===== config.mk =====
export PLATFORM = sky130hd
export DESIGN_NAME = pie_ram
export DESIGN_NICKNAME = d
export VERILOG_FILES = /design/src/rtl/core/assert_macros.svh /design/src/rtl/core/pie_ram.sv
export SDC_FILE = /design/constraint.sdc
export NUM_CORES = 1
export LEC_CHECK = 0
export BUFFER_PORTS_ARGS = -buffer_cell sky130_fd_sc_hd__buf_2
export CAP_MARGIN = 20
export CORE_MARGIN = 4
export CORE_UTILIZATION = 45
export DETAILED_ROUTE_END_ITERATION = 6
export PLACE_DENSITY = 0.64
export SLEW_MARGIN = 20
export SYNTH_ARGS = -nofsm -noshare
export SYNTH_HDL_FRONTEND = slang
export SYNTH_SLANG_ARGS = --single-unit

===== constraint.sdc =====
create_clock -name clock -period 3.9 [get_ports clock]
set_input_delay 0.585 -clock clock [delete_from_list [all_inputs] [get_ports clock]]
set_output_delay 0.585 -clock clock [all_outputs]
set_load 0.03 [all_outputs]

===== src/rtl/core/assert_macros.svh =====
// Concurrent assertion helpers, clocked on clock and disabled in reset.
`ifndef ASSERT_MACROS_SVH
`define ASSERT_MACROS_SVH

`ifndef SYNTH

`define ASSERT_ALWAYS(lbl, expr, msg) \
   lbl: assert property (@(posedge clock) disable iff (reset) (expr)) else $error(msg);

`define ASSERT_IMPLY(lbl, ante, cons, msg) \
   lbl: assert property (@(posedge clock) disable iff (reset) (ante) |-> (cons)) \
      else $error(msg);

`define ASSERT_NEXT(lbl, ante, cons, msg) \
   lbl: assert property (@(posedge clock) disable iff (reset) (ante) |=> (cons)) \
      else $error(msg);

`else

`define ASSERT_ALWAYS(lbl, expr, msg)

`define ASSERT_IMPLY(lbl, ante, cons, msg)

`define ASSERT_NEXT(lbl, ante, cons, msg)

`endif

`endif


===== src/rtl/core/pie_ram.sv =====
module pie_ram #(
   parameter int WIDTH = 32,
   parameter int DEPTH = 32
) (
   input  logic                     clock,
   input  logic                     wr_en,
   input  logic [$clog2(DEPTH)-1:0] wr_addr,
   input  logic [WIDTH-1:0]         wr_data,
   input  logic                     rd_en,
   input  logic [$clog2(DEPTH)-1:0] rd_addr_a,
   input  logic [$clog2(DEPTH)-1:0] rd_addr_b,
   output logic [WIDTH-1:0]         rd_data_a,
   output logic [WIDTH-1:0]         rd_data_b
);

   logic [WIDTH-1:0] mem_ff [DEPTH];
   logic [WIDTH-1:0] rd_data_a_ff;
   logic [WIDTH-1:0] rd_data_b_ff;

   always_ff @(posedge clock) begin
      if (wr_en) begin
         mem_ff[wr_addr] <= wr_data;
      end
      if (rd_en) begin
         rd_data_a_ff <= mem_ff[rd_addr_a];
         rd_data_b_ff <= mem_ff[rd_addr_b];
      end
   end

   assign rd_data_a = rd_data_a_ff;
   assign rd_data_b = rd_data_b_ff;

endmodule


==> qor.yml <==
crit_chain: "buf_8, buf_12, buf_4, mux2i_1, a22oi_1, a31oi_1, nand3_1"
synth_top_family_by_area: "multiplexers"
wl_per_cell_um: 30.1
seq_area_frac_synth: 0.644
start_util: 0.456
worst_pin_slew_ps: 1010
via_per_inst: 6.27
synth_xor_area_frac: 0
skew_ps: 18.3
setup-violations-final: 0
synth_area_um2: 50700
post_cts_buffers: 0
vias: 32400
final_cell_mix: "1,088 x edfxtp_1, 1,024 x mux2i_1, 194 x nand3_1, 193 x nand2_1"
synth_warnings: 0
h-tree-depth: 3
yosys.area_share.adder: 0
grt_max_degree: 60
p_int_uw: 20000
required_ps: 4310
hold_buffers: 0
preCtsSetupSlack_ps: 1000
synth_top_cells_by_area: "edfxtp_1 64%, mux2i_1 20%, a22oi_1 2.8%"
cts_tree: "built"
path_depth: 7
r2r_start: "mem_ff[2][10]$_DFFE_PP_"
hold_viol: 0
rows: 122
timing.final.crit_period_ps: 2240
critPathMaxStageDelay_ps: 430
hold_end: "mem_ff[24][27]$_DFFE_PP_"
combinationalPowerShare: 0.087
p_leak_uw: 0.0212
power.density_nw_per_um2: 455
vdd_drop_max_mv: 0.339
portBuffers: 113
drt_drc_violations_left: 0
critPathKind: "input pin to flip-flop"
cp_max_fo: 52
cp-start-kind: "input pin"
clkSinkCount: 1088
finalWeightedCongestion: 0.840
syn2layout_area_growth_pct: 13.2
grtUsageTotal: 0.260
fmax_mhz: 447
p_sw_frac: 0.235
core_um2: 111000
synth_nets: 3500
hold_path.class: "input pin to flip-flop"
synth_cell_types: 23
nets: 3639
worstReg2RegEnd: "rd_data_b[10]$_DFFE_PP_"
grt_pass1_wl_mm: 223
cts_buffer_depth: 3
arrival_ps: 2640
synth_compound_area_frac: 0.0774
synth-simple-area-share: 0.0453
rsz0062_at_grt: "no"
die-area_um2: 118000
synthMuxAreaShare: 0.202
drive_above_1_share: 0.133
yosys_register_bits: 1088
drt_iter0_drc: 3339
crit_path_end_kind: "flip-flop"
synth.largest_area_cell: "edfxtp_1"
grt_pass1_vias: 32100
critPathSlowestCell: "buf_8"
first_pass_iters: 6
maxCapViolations: 0
clock_latency_ps: 680
min-delay-start: "wr_data[27]"
ant_nets: 0
syn_area_per_cell_um2: 14.7
numCtsBuffers: 112
reg2regPathDepth: 5
fin_crit_sh: 0.573
yosysTopAreaCellShare: 0.644
holdWs_ps: 390
maxSlewHeadroom: 0.327
crit_buf_inv: 3
p_sw_uw: 6130
status: "finished, final reports clean"
path_clk_slew_ps: 60
seqPwrFrac: 0.507
dpl.hpwl_mm: 90.4
antenna_found_initial: 10
mostFrequentLayoutCell: "edfxtp_1"
fin_ws_ps: 1660
tns_ps: 0
hold_depth: 1
num-fill-cells: 9209
fp.dieH_um: 344
r2r_slack_ps: 2180
overflow: 0
clkPwrFrac: 0.406
fin_util: 0.516
cts_root_buf: "clkbuf_16"
slew_viol_final: 0
synth_cells: 3450
cts_resized: 0
path_delay_family: "buffers and inverters"
routed_wl_mm: 156
io_pins: 114
die_w_um: 344
## power groups by stage
stage / logic (uW) / clock network, uW / registers (uW)
detailed placement: 2260 / 0 / 13500
global placement: 2250 / 0 / 13500
floorplan: 1270 / 0 / 13500
finish: 2280 / 10600 / 13200
global route: 2400 / 11200 / 13200
CTS: 2270 / 10700 / 13200
## routing by layer
layer / share of wire / GRT usage
met5: 0.00026 / 0
met1: 0.42 / 0.361
met4: 0.043 / 0.105
met3: 0.071 / 0.0329
met2: 0.46 / 0.415
## registers in the layout, indices dropped and copies added, names as in the netlist
register / cells
mem_ff: 1024
rd_data_b: 32
rd_data_a: 32
## layout make-up
type | instances | area (um2) | area share
flip-flops and latches | 1088 | 32700 | 0.569
clock buffers | 136 | 3000 | 0.0523
clock inverters | 72 | 601 | 0.0105
well taps | 1488 | 1860 | 0.0324
multi-input cells | 2109 | 16800 | 0.292
diodes | 3 | 7.51 | 0.000131
repair buffers | 278 | 2460 | 0.0430
## synth_stat cells
cell type,instances
clkbuf_1,86
edfxtp_1,1088
nand2_1,195
buf_1,1
nand2b_1,4
nor3_1,64
buf_6,45
a21oi_1,192
clkbuf_4,4
a22oi_1,192
nor2b_1,4
nand3_1,194
a22o_1,128
mux2i_1,1024
buf_4,47
or3_1,1
nand3b_1,5
nor2_1,35
buf_2,70
and2_1,2
a31oi_1,64
or3b_2,3
or2_2,2
## logic make-up (layout without fill, tap and decap cells)
| family | Yosys count | in the layout |
|---|---|---|
| flip-flops | 1088 | 1088 |
| other | 0 | 3 |
| buffers and inverters | 253 | 486 |
| AND/OR/NAND/NOR | 509 | 509 |
| multiplexers | 1024 | 1024 |
| AO/OA/AOI/OAI | 576 | 576 |
## worst max-delay path by stage
stage	slack (ps)	start	endpoint
finish	1660	rd_addr_a[1]	rd_data_a[30]$_DFFE_PP_
global route	1650	rd_addr_a[1]	rd_data_a[10]$_DFFE_PP_
CTS	1730	rd_addr_a[1]	rd_data_a[29]$_DFFE_PP_
detailed placement	1000	rd_addr_a[1]	rd_data_a[30]$_DFFE_PP_
global placement	1020	rd_addr_a[1]	rd_data_a[30]$_DFFE_PP_
floorplan	880	wr_addr[1]	mem_ff[12][0]$_DFFE_PP_
## stage by stage
stage                     instances  instance area (um2)  total power [uW]
final                          5174                57400             26100
after global placement         4963                53800             15700
after floorplan                3450                50700             14800
after global routing           5171                57400             26800
after detailed placement       4963                53800             15700
after CTS                      5171                57400             26200
Power figures use the tool's default switching activity.
