[config.mk]
export PLATFORM = sky130hd
export DESIGN_NAME = pie_exec
export DESIGN_NICKNAME = d
export VERILOG_FILES = /design/src/rtl/core/assert_macros.svh /design/src/rtl/core/pie_pkg.sv /design/src/rtl/core/pie_exec.sv
export SDC_FILE = /design/constraint.sdc
export NUM_CORES = 2
export LEC_CHECK = 0
export ABC_AREA = 1
export BUFFER_PORTS_ARGS = -buffer_cell sky130_fd_sc_hd__buf_2
export CAP_MARGIN = 20
export CORE_AREA = 2 2 427 429
export DETAILED_ROUTE_END_ITERATION = 8
export DIE_AREA = 0 0 429 431
export GPL_ROUTABILITY_DRIVEN = 0
export SLEW_MARGIN = 20
export SYNTH_ARGS = -nofsm -noshare
export SYNTH_HDL_FRONTEND = slang
export SYNTH_SLANG_ARGS = --single-unit
[constraint.sdc]
create_clock -name vclk -period 11.8
set_input_delay 2.36 -clock vclk [all_inputs]
set_output_delay 2.36 -clock vclk [all_outputs]
set_load 0.05 [all_outputs]
[src/rtl/core/assert_macros.svh]
// Concurrent assertion helpers, clocked on clock and disabled in reset.
`ifndef ASSERT_MACROS_SVH
`define ASSERT_MACROS_SVH

`ifndef SYNTH

`define ASSERT_ALWAYS(lbl, expr, msg) \
   lbl: assert property (@(posedge clock) disable iff (reset) (expr)) else $error(msg);

`define ASSERT_IMPLY(lbl, ante, cons, msg) \
   lbl: assert property (@(posedge clock) disable iff (reset) (ante) |-> (cons)) \
      else $error(msg);

`define ASSERT_NEXT(lbl, ante, cons, msg) \
   lbl: assert property (@(posedge clock) disable iff (reset) (ante) |=> (cons)) \
      else $error(msg);

`else

`define ASSERT_ALWAYS(lbl, expr, msg)

`define ASSERT_IMPLY(lbl, ante, cons, msg)

`define ASSERT_NEXT(lbl, ante, cons, msg)

`endif

`endif

[src/rtl/core/pie_pkg.sv]
package pie_pkg;

   localparam int XLEN      = 32;
   localparam int NUM_GPR   = 32;
   localparam int GPR_AW    = 5;
   localparam int NUM_SPR   = 16;
   localparam int SPR_AW    = 4;
   localparam int NUM_PRED  = 8;
   localparam int PRED_AW   = 3;

   // multiply result pair
   localparam logic [SPR_AW-1:0] SPR_PROD_LO = 4'd2;
   localparam logic [SPR_AW-1:0] SPR_PROD_HI = 4'd3;

   localparam logic [NUM_PRED-1:0] PRED_RESET = 8'h01;

   typedef enum logic [1:0] {
      ST_EXEC      = 2'd0,
      ST_GUARD     = 2'd1,
      ST_INVALID   = 2'd2,
      ST_UNHANDLED = 2'd3
   } status_type;

   typedef enum logic [2:0] {
      KIND_NONE = 3'd0,
      KIND_GPR  = 3'd1,
      KIND_PRED = 3'd2,
      KIND_SPR  = 3'd3,
      KIND_MUL  = 3'd4
   } kind_type;

   typedef struct packed {
      status_type       status;
      kind_type         kind;
      logic [4:0]       idx;
      logic [XLEN-1:0]  value;
      logic [XLEN-1:0]  high;
   } result_type;

   typedef enum logic [3:0] {
      FMT_NONE, FMT_ALUR, FMT_ALUI, FMT_ALUL, FMT_ALUM, FMT_ALUC,
      FMT_ALUCI, FMT_ALUP, FMT_ALUB, FMT_SPCT, FMT_SPCF
   } fmt_type;

   // major opcode [26:22], its top two bits [26:25], sub opcode [6:4]
   localparam logic [1:0] TOP_ALUI = 2'd0;
   localparam logic [1:0] TOP_NONE = 2'd2;
   localparam logic [4:0] OP_ALU   = 5'h08;
   localparam logic [4:0] OP_SPC   = 5'h09;
   localparam logic [4:0] OP_ALUL  = 5'h1F;

   localparam logic [2:0] SUB_ALUR  = 3'd0;
   localparam logic [2:0] SUB_ALUM  = 3'd2;
   localparam logic [2:0] SUB_ALUC  = 3'd3;
   localparam logic [2:0] SUB_ALUP  = 3'd4;
   localparam logic [2:0] SUB_ALUB  = 3'd5;
   localparam logic [2:0] SUB_ALUCI = 3'd6;
   localparam logic [2:0] SUB_SPCT  = 3'd2;
   localparam logic [2:0] SUB_SPCF  = 3'd3;

   localparam logic [3:0] FN_ADD    = 4'd0;
   localparam logic [3:0] FN_SUB    = 4'd1;
   localparam logic [3:0] FN_XOR    = 4'd2;
   localparam logic [3:0] FN_SL     = 4'd3;
   localparam logic [3:0] FN_SR     = 4'd4;
   localparam logic [3:0] FN_SRA    = 4'd5;
   localparam logic [3:0] FN_OR     = 4'd6;
   localparam logic [3:0] FN_AND    = 4'd7;
   localparam logic [3:0] FN_NOR    = 4'd11;
   localparam logic [3:0] FN_SHADD  = 4'd12;
   localparam logic [3:0] FN_SHADD2 = 4'd13;

   localparam logic [3:0] CMP_EQ    = 4'd0;
   localparam logic [3:0] CMP_NEQ   = 4'd1;
   localparam logic [3:0] CMP_LT    = 4'd2;
   localparam logic [3:0] CMP_LE    = 4'd3;
   localparam logic [3:0] CMP_ULT   = 4'd4;
   localparam logic [3:0] CMP_ULE   = 4'd5;
   localparam logic [3:0] CMP_BTEST = 4'd6;

   localparam logic [3:0] PFN_OR  = 4'd6;
   localparam logic [3:0] PFN_AND = 4'd7;
   localparam logic [3:0] PFN_XOR = 4'd10;

   localparam logic [3:0] MUL_SIGNED   = 4'd0;
   localparam logic [3:0] MUL_UNSIGNED = 4'd1;

endpackage

[src/rtl/core/pie_exec.sv]
module pie_exec (
   input  logic [31:0]          instr,
   input  logic [31:0]          limm,
   input  logic [31:0]          op_a,
   input  logic [31:0]          op_b,
   input  logic [31:0]          spr_rd,
   input  logic [7:0]           pred,
   output pie_pkg::result_type  res
);

   pie_pkg::fmt_type   fmt;
   logic [1:0]         top2;
   logic [4:0]         op5;
   logic [2:0]         sub;
   logic               guard;
   logic [3:0]         func;
   logic [4:0]         rd;
   logic [2:0]         pd;
   logic [4:0]         imm5;
   logic [3:0]         low4;
   logic [31:0]        b;
   logic [4:0]         shamt;
   logic [31:0]        alu_r;
   logic               alu_ok;
   logic               cmp_r;
   logic               cmp_ok;
   logic               px;
   logic               py;
   logic               plog_r;
   logic               plog_ok;
   logic               pbit;
   logic [31:0]        bcopy;
   logic               mul_sgn;
   logic signed [32:0] mul_a;
   logic signed [32:0] mul_b;
   logic signed [65:0] prod;

   assign top2  = instr[26:25];
   assign op5   = instr[26:22];
   assign sub   = instr[6:4];
   assign rd    = instr[21:17];
   assign pd    = instr[19:17];
   assign imm5  = instr[11:7];
   assign low4  = instr[3:0];
   assign guard = pred[instr[29:27]] ^ instr[30];

   always_comb begin
      fmt = pie_pkg::FMT_NONE;
      if (top2 == pie_pkg::TOP_ALUI) begin
         fmt = pie_pkg::FMT_ALUI;
      end else if (top2 == pie_pkg::TOP_NONE) begin
         fmt = pie_pkg::FMT_NONE;
      end else if (op5 == pie_pkg::OP_ALU) begin
         case (sub)
            pie_pkg::SUB_ALUR:  fmt = pie_pkg::FMT_ALUR;
            pie_pkg::SUB_ALUM:  fmt = pie_pkg::FMT_ALUM;
            pie_pkg::SUB_ALUC:  fmt = pie_pkg::FMT_ALUC;
            pie_pkg::SUB_ALUP:  fmt = pie_pkg::FMT_ALUP;
            pie_pkg::SUB_ALUB:  fmt = pie_pkg::FMT_ALUB;
            pie_pkg::SUB_ALUCI: fmt = pie_pkg::FMT_ALUCI;
            default:            fmt = pie_pkg::FMT_NONE;
         endcase
      end else if (op5 == pie_pkg::OP_ALUL && sub == pie_pkg::SUB_ALUR) begin
         fmt = pie_pkg::FMT_ALUL;
      end else if (op5 == pie_pkg::OP_SPC && sub == pie_pkg::SUB_SPCT) begin
         fmt = pie_pkg::FMT_SPCT;
      end else if (op5 == pie_pkg::OP_SPC && sub == pie_pkg::SUB_SPCF) begin
         fmt = pie_pkg::FMT_SPCF;
      end
   end

   assign func = (fmt == pie_pkg::FMT_ALUI) ? {1'b0, instr[24:22]} : low4;

   always_comb begin
      case (fmt)
         pie_pkg::FMT_ALUI:  b = {20'd0, instr[11:0]};
         pie_pkg::FMT_ALUL:  b = limm;
         pie_pkg::FMT_ALUCI: b = {27'd0, imm5};
         default:            b = op_b;
      endcase
   end

   assign shamt = b[4:0];

   always_comb begin
      alu_ok = 1'b1;
      case (func)
         pie_pkg::FN_ADD:    alu_r = op_a + b;
         pie_pkg::FN_SUB:    alu_r = op_a - b;
         pie_pkg::FN_XOR:    alu_r = op_a ^ b;
         pie_pkg::FN_SL:     alu_r = op_a << shamt;
         pie_pkg::FN_SR:     alu_r = op_a >> shamt;
         pie_pkg::FN_SRA:    alu_r = $unsigned($signed(op_a) >>> shamt);
         pie_pkg::FN_OR:     alu_r = op_a | b;
         pie_pkg::FN_AND:    alu_r = op_a & b;
         pie_pkg::FN_NOR:    alu_r = ~(op_a | b);
         pie_pkg::FN_SHADD:  alu_r = {op_a[30:0], 1'b0} + b;
         pie_pkg::FN_SHADD2: alu_r = {op_a[29:0], 2'b00} + b;
         default: begin
            alu_r  = '0;
            alu_ok = 1'b0;
         end
      endcase
   end

   always_comb begin
      cmp_ok = 1'b1;
      case (func)
         pie_pkg::CMP_EQ:    cmp_r = (op_a == b);
         pie_pkg::CMP_NEQ:   cmp_r = (op_a != b);
         pie_pkg::CMP_LT:    cmp_r = ($signed(op_a) < $signed(b));
         pie_pkg::CMP_LE:    cmp_r = ($signed(op_a) <= $signed(b));
         pie_pkg::CMP_ULT:   cmp_r = (op_a < b);
         pie_pkg::CMP_ULE:   cmp_r = (op_a <= b);
         pie_pkg::CMP_BTEST: cmp_r = op_a[shamt];
         default: begin
            cmp_r  = 1'b0;
            cmp_ok = 1'b0;
         end
      endcase
   end

   // predicate operands: low bits select, top bit negates
   assign px = pred[instr[14:12]] ^ instr[15];
   assign py = pred[instr[9:7]] ^ instr[10];

   always_comb begin
      plog_ok = 1'b1;
      case (func)
         pie_pkg::PFN_OR:  plog_r = px | py;
         pie_pkg::PFN_AND: plog_r = px & py;
         pie_pkg::PFN_XOR: plog_r = px ^ py;
         default: begin
            plog_r  = 1'b0;
            plog_ok = 1'b0;
         end
      endcase
   end

   assign pbit  = pred[instr[2:0]] ^ instr[3];
   assign bcopy = (op_a & ~(32'd1 << imm5)) | ({31'd0, pbit} << imm5);

   // one 33x33 signed multiplier serves both signed and unsigned forms
   assign mul_sgn = (func == pie_pkg::MUL_SIGNED);
   assign mul_a   = $signed({mul_sgn & op_a[31], op_a});
   assign mul_b   = $signed({mul_sgn & op_b[31], op_b});
   assign prod    = mul_a * mul_b;

   always_comb begin
      res        = '0;
      res.status = pie_pkg::ST_EXEC;
      res.kind   = pie_pkg::KIND_NONE;
      if (fmt == pie_pkg::FMT_NONE) begin
         res.status = pie_pkg::ST_UNHANDLED;
      end else if (!guard) begin
         res.status = pie_pkg::ST_GUARD;
      end else begin
         case (fmt)
            pie_pkg::FMT_ALUR, pie_pkg::FMT_ALUI, pie_pkg::FMT_ALUL: begin
               if (alu_ok) begin
                  res.kind  = pie_pkg::KIND_GPR;
                  res.idx   = rd;
                  res.value = (rd != '0) ? alu_r : '0;
               end else begin
                  res.status = pie_pkg::ST_INVALID;
               end
            end
            pie_pkg::FMT_ALUM: begin
               if (func == pie_pkg::MUL_SIGNED || func == pie_pkg::MUL_UNSIGNED) begin
                  res.kind  = pie_pkg::KIND_MUL;
                  res.idx   = {1'b0, pie_pkg::SPR_PROD_LO};
                  res.value = prod[31:0];
                  res.high  = prod[63:32];
               end else begin
                  res.status = pie_pkg::ST_INVALID;
               end
            end
            pie_pkg::FMT_ALUC, pie_pkg::FMT_ALUCI: begin
               if (cmp_ok && pd != '0) begin
                  res.kind  = pie_pkg::KIND_PRED;
                  res.idx   = {2'b00, pd};
                  res.value = {31'd0, cmp_r};
               end else begin
                  res.status = pie_pkg::ST_INVALID;
               end
            end
            pie_pkg::FMT_ALUP: begin
               if (plog_ok && pd != '0) begin
                  res.kind  = pie_pkg::KIND_PRED;
                  res.idx   = {2'b00, pd};
                  res.value = {31'd0, plog_r};
               end else begin
                  res.status = pie_pkg::ST_INVALID;
               end
            end
            pie_pkg::FMT_ALUB: begin
               res.kind  = pie_pkg::KIND_GPR;
               res.idx   = rd;
               res.value = (rd != '0) ? bcopy : '0;
            end
            pie_pkg::FMT_SPCT: begin
               res.kind  = pie_pkg::KIND_SPR;
               res.idx   = {1'b0, low4};
               // s0 aliases the predicate byte; p0 stays set
               res.value = (low4 == '0) ? {24'd0, op_a[7:1], 1'b1} : op_a;
            end
            pie_pkg::FMT_SPCF: begin
               res.kind  = pie_pkg::KIND_GPR;
               res.idx   = rd;
               res.value = (rd != '0) ? spr_rd : '0;
            end
            default: begin
               res.status = pie_pkg::ST_UNHANDLED;
            end
         endcase
      end
   end

endmodule
==> summary.md <==
There are 0 flip-flops and latches. After global routing the overflow that remains totals 0. Yosys instantiated no cell more often than nand2_1. The total vias in the final route was 55.3k. Based on the critical path, the design can be clocked at up to 78.5 MHz. 242 I/O pins were placed.

The count of routing violations after the opening detailed-route iteration is 6,482. The cell type with the largest total area after synthesis is fa_1. Sequential cell area in the final layout: 0 um2.

For this configuration, the core starts out at a cell density of 29.9%. The height of the chip is 431 um, and the first-pass GRT wire length is 347 mm. The start point of the critical path was instr[25]. After synthesis, the cell types taking the most area are fa_1, nand2_1, inv_1. After technology mapping, the gate count stands at 7,666. In this run the mean area of a mapped cell was 7.02 um2. The logs give 0 for the total count of max-transition violations in the final report and 9,906 for the number of nets at the end of the flow. The startpoint identified for the worst hold timing path is instr[21]. The flow ran to the end, but the final reports show violations. Setup violations remaining at the end of the flow were counted as 34. Detailed placement finished with a half-perimeter wire length of 190 mm. The final reports fail on DRC, setup timing. The wire length on met3 is 25.6 mm.

Using the TritonRoute via totals, the vias-per-cell ratio works out to 5.19. Max-cap violations in this run came to 0. Number of DRC violations after detailed routing: 67. In this run the worst path has a maximum fanout of 6.

The top-area cell type share of the netlist area was 42.0%; the floorplan core area was 180,000 um2. Setup repair after global routing could not meet its margin everywhere. Wires add up to 228 mm. Global routing used 24.7% of the available tracks. The number of antenna violations at the first check in global routing was 49. Summing every instance area after synthesis gives 53,800 um2.

Summing the sequential cell areas from Yosys gives 0% of the chip area. The number of global-route vias before repair is 56.5k, and the per-cell routed wire length is 21.4 um. For the number of hold violations in the final report, the log shows 0.

Critical path start-end classification: input port to output pin. For the largest net degree at the start of global routing, the log shows 67. The net count after synthesis is 9,334, and the number of cells in the finished layout apart from fillers is 10.6k. The floorplan step defined a die boundary enclosing 185,000 um2. The post-route clock period utilization works out to 108%.

The kind of path behind the tightest hold check was input port to output pin. In this run, placement finished with an instance count of 10.5k. For this run, the detailed router's first-pass iteration total came to 9.

The post-route worst setup slack was -0.945 ns. For the finished layout, the period the worst path requires is 12.74 ns. STA classifies the critical path startpoint as an input port. The tools report the capturing element type of the critical path as an output pin. The stage delay of the slowest cell on the critical path is 0.60 ns. The ratio of cells with drive above 1 in the final layout came out at 16.4%. The width of the die was 429 um; the filler cell count in the final layout was 18.9k. Transition time at the pin with the least slew margin: 1.41 ns. The library cell contributing the largest single delay on the critical path was fa_2.

For the worst setup path, the data arrival time is 10.38 ns. The clock buffers instantiated in the layout total 0. The run gives 5.97% as the normalized max-slew margin. The floorplan has 156 rows. The number of distinct library cells after synthesis came out at 64.

For this run, the number of Yosys warnings is 0. Wire segments on met2 add up to 101 mm in the final route. Compared with the post-synthesis result, the final layout area differs by 20.6%.

In this run the remaining antenna-violating nets after routing total 0. The count of input and output buffers is 240, and the wire length on met1 is 83.5 mm. The topmost layer with routed signal wires is met5.

By count the netlist is led by nand2_1, inv_1, fa_1. Data on the critical path is required at its endpoint by 9.44 ns.
## cell usage in the layout, fill, tap and decap left out, types with 20 or more instances in the layout
cell and count:
o211ai_1 34, o22ai_1 24, diode_2 39, buf_6 42
a221oi_1 20, or2_2 33, a31oi_1 21, nand2_2 30
a21oi_1 365, nor2_4 24, buf_4 653, a21oi_2 37
fa_1 1103, nand2_1 1819, nor2_2 32, buf_2 180
inv_2 61, ha_1 337, o21ai_1 45, o221ai_1 22
fa_2 26, inv_1 1797, nor3_1 33, nor2_1 326
o21a_1 29, xor2_1 34, o21ai_0 218, nand4_1 33
ha_4 34, buf_12 71, nand3_1 497
## per-stage QoR
| step | cell area, um2 | utilization, % | TNS [ns] | setup slack, ns | hold slack (ns) |
|---|---|---|---|---|---|
| 2_1_floorplan | 54400 | - | -4.86 | -0.465 | 4.95 |
| 5_1_grt | 64800 | 36.0 | -28.85 | -1.21 | 5.16 |
| 3_3_place_gp | 62800 | 34.9 | -29.12 | -1.40 | 5.13 |
| 4_1_cts | 64200 | 35.6 | -15.88 | -0.795 | 5.13 |
| 6_report | 64900 | 36.0 | -18.35 | -0.945 | 5.13 |
| 3_5_place_dp | 62800 | 34.9 | -30.51 | -1.36 | 5.13 |
## per-layer routing
layer  GRT usage, %  vias up
met5          0.885        -
met4           15.3       22
met3           7.47      880
met2           38.7     3315
met1           29.6    26800
li1               -    24300
## cells by family (layout without fill, tap and decap cells)
| group | count (synthesis) | after routing | share of synthesized area (%) |
|---|---|---|---|
| buf+inv | 2259 | 2829 | 16.0 |
| compound gates | 971 | 971 | 10.4 |
| xor+xnor | 54 | 54 | 0.879 |
| fa+ha+maj | 1500 | 1500 | 50.6 |
| mux | 1 | 1 | 0.0186 |
| simple gates | 2881 | 2881 | 22.1 |
| other cells | 0 | 39 | 0 |
## area by class of cell
class	instances	area (um2)	share of cell area [%]
Timing Repair Buffer	961	7920	12.2
Inverter	1868	7040	10.8
Tap cell	2370	2970	4.57
Multi-Input combinational cell	5407	46900	72.2
Antenna cell	39	97.6	0.150
## critical path, delay by kind of cell
kind | cells | cell delay (ns)
AOI/OAI and AO/OA | 7 | 1.30
adders and majority gates | 9 | 4.39
buffers and inverters | 10 | 1.14
and+or+nand+nor | 12 | 1.13
## timing repair
action,in CTS,in global routing
gates cloned,1,1
pin swaps,116,57
setup buffers,41,22
gates resized for setup,257,113
hold buffers,0,0
endpoints found under the setup margin,45,46
## path summary, 6_finish.rpt
kind,slack [ns],cells after the start,endpoint
max,-0.94,38,res[31]
min,5.13,4,res[68]
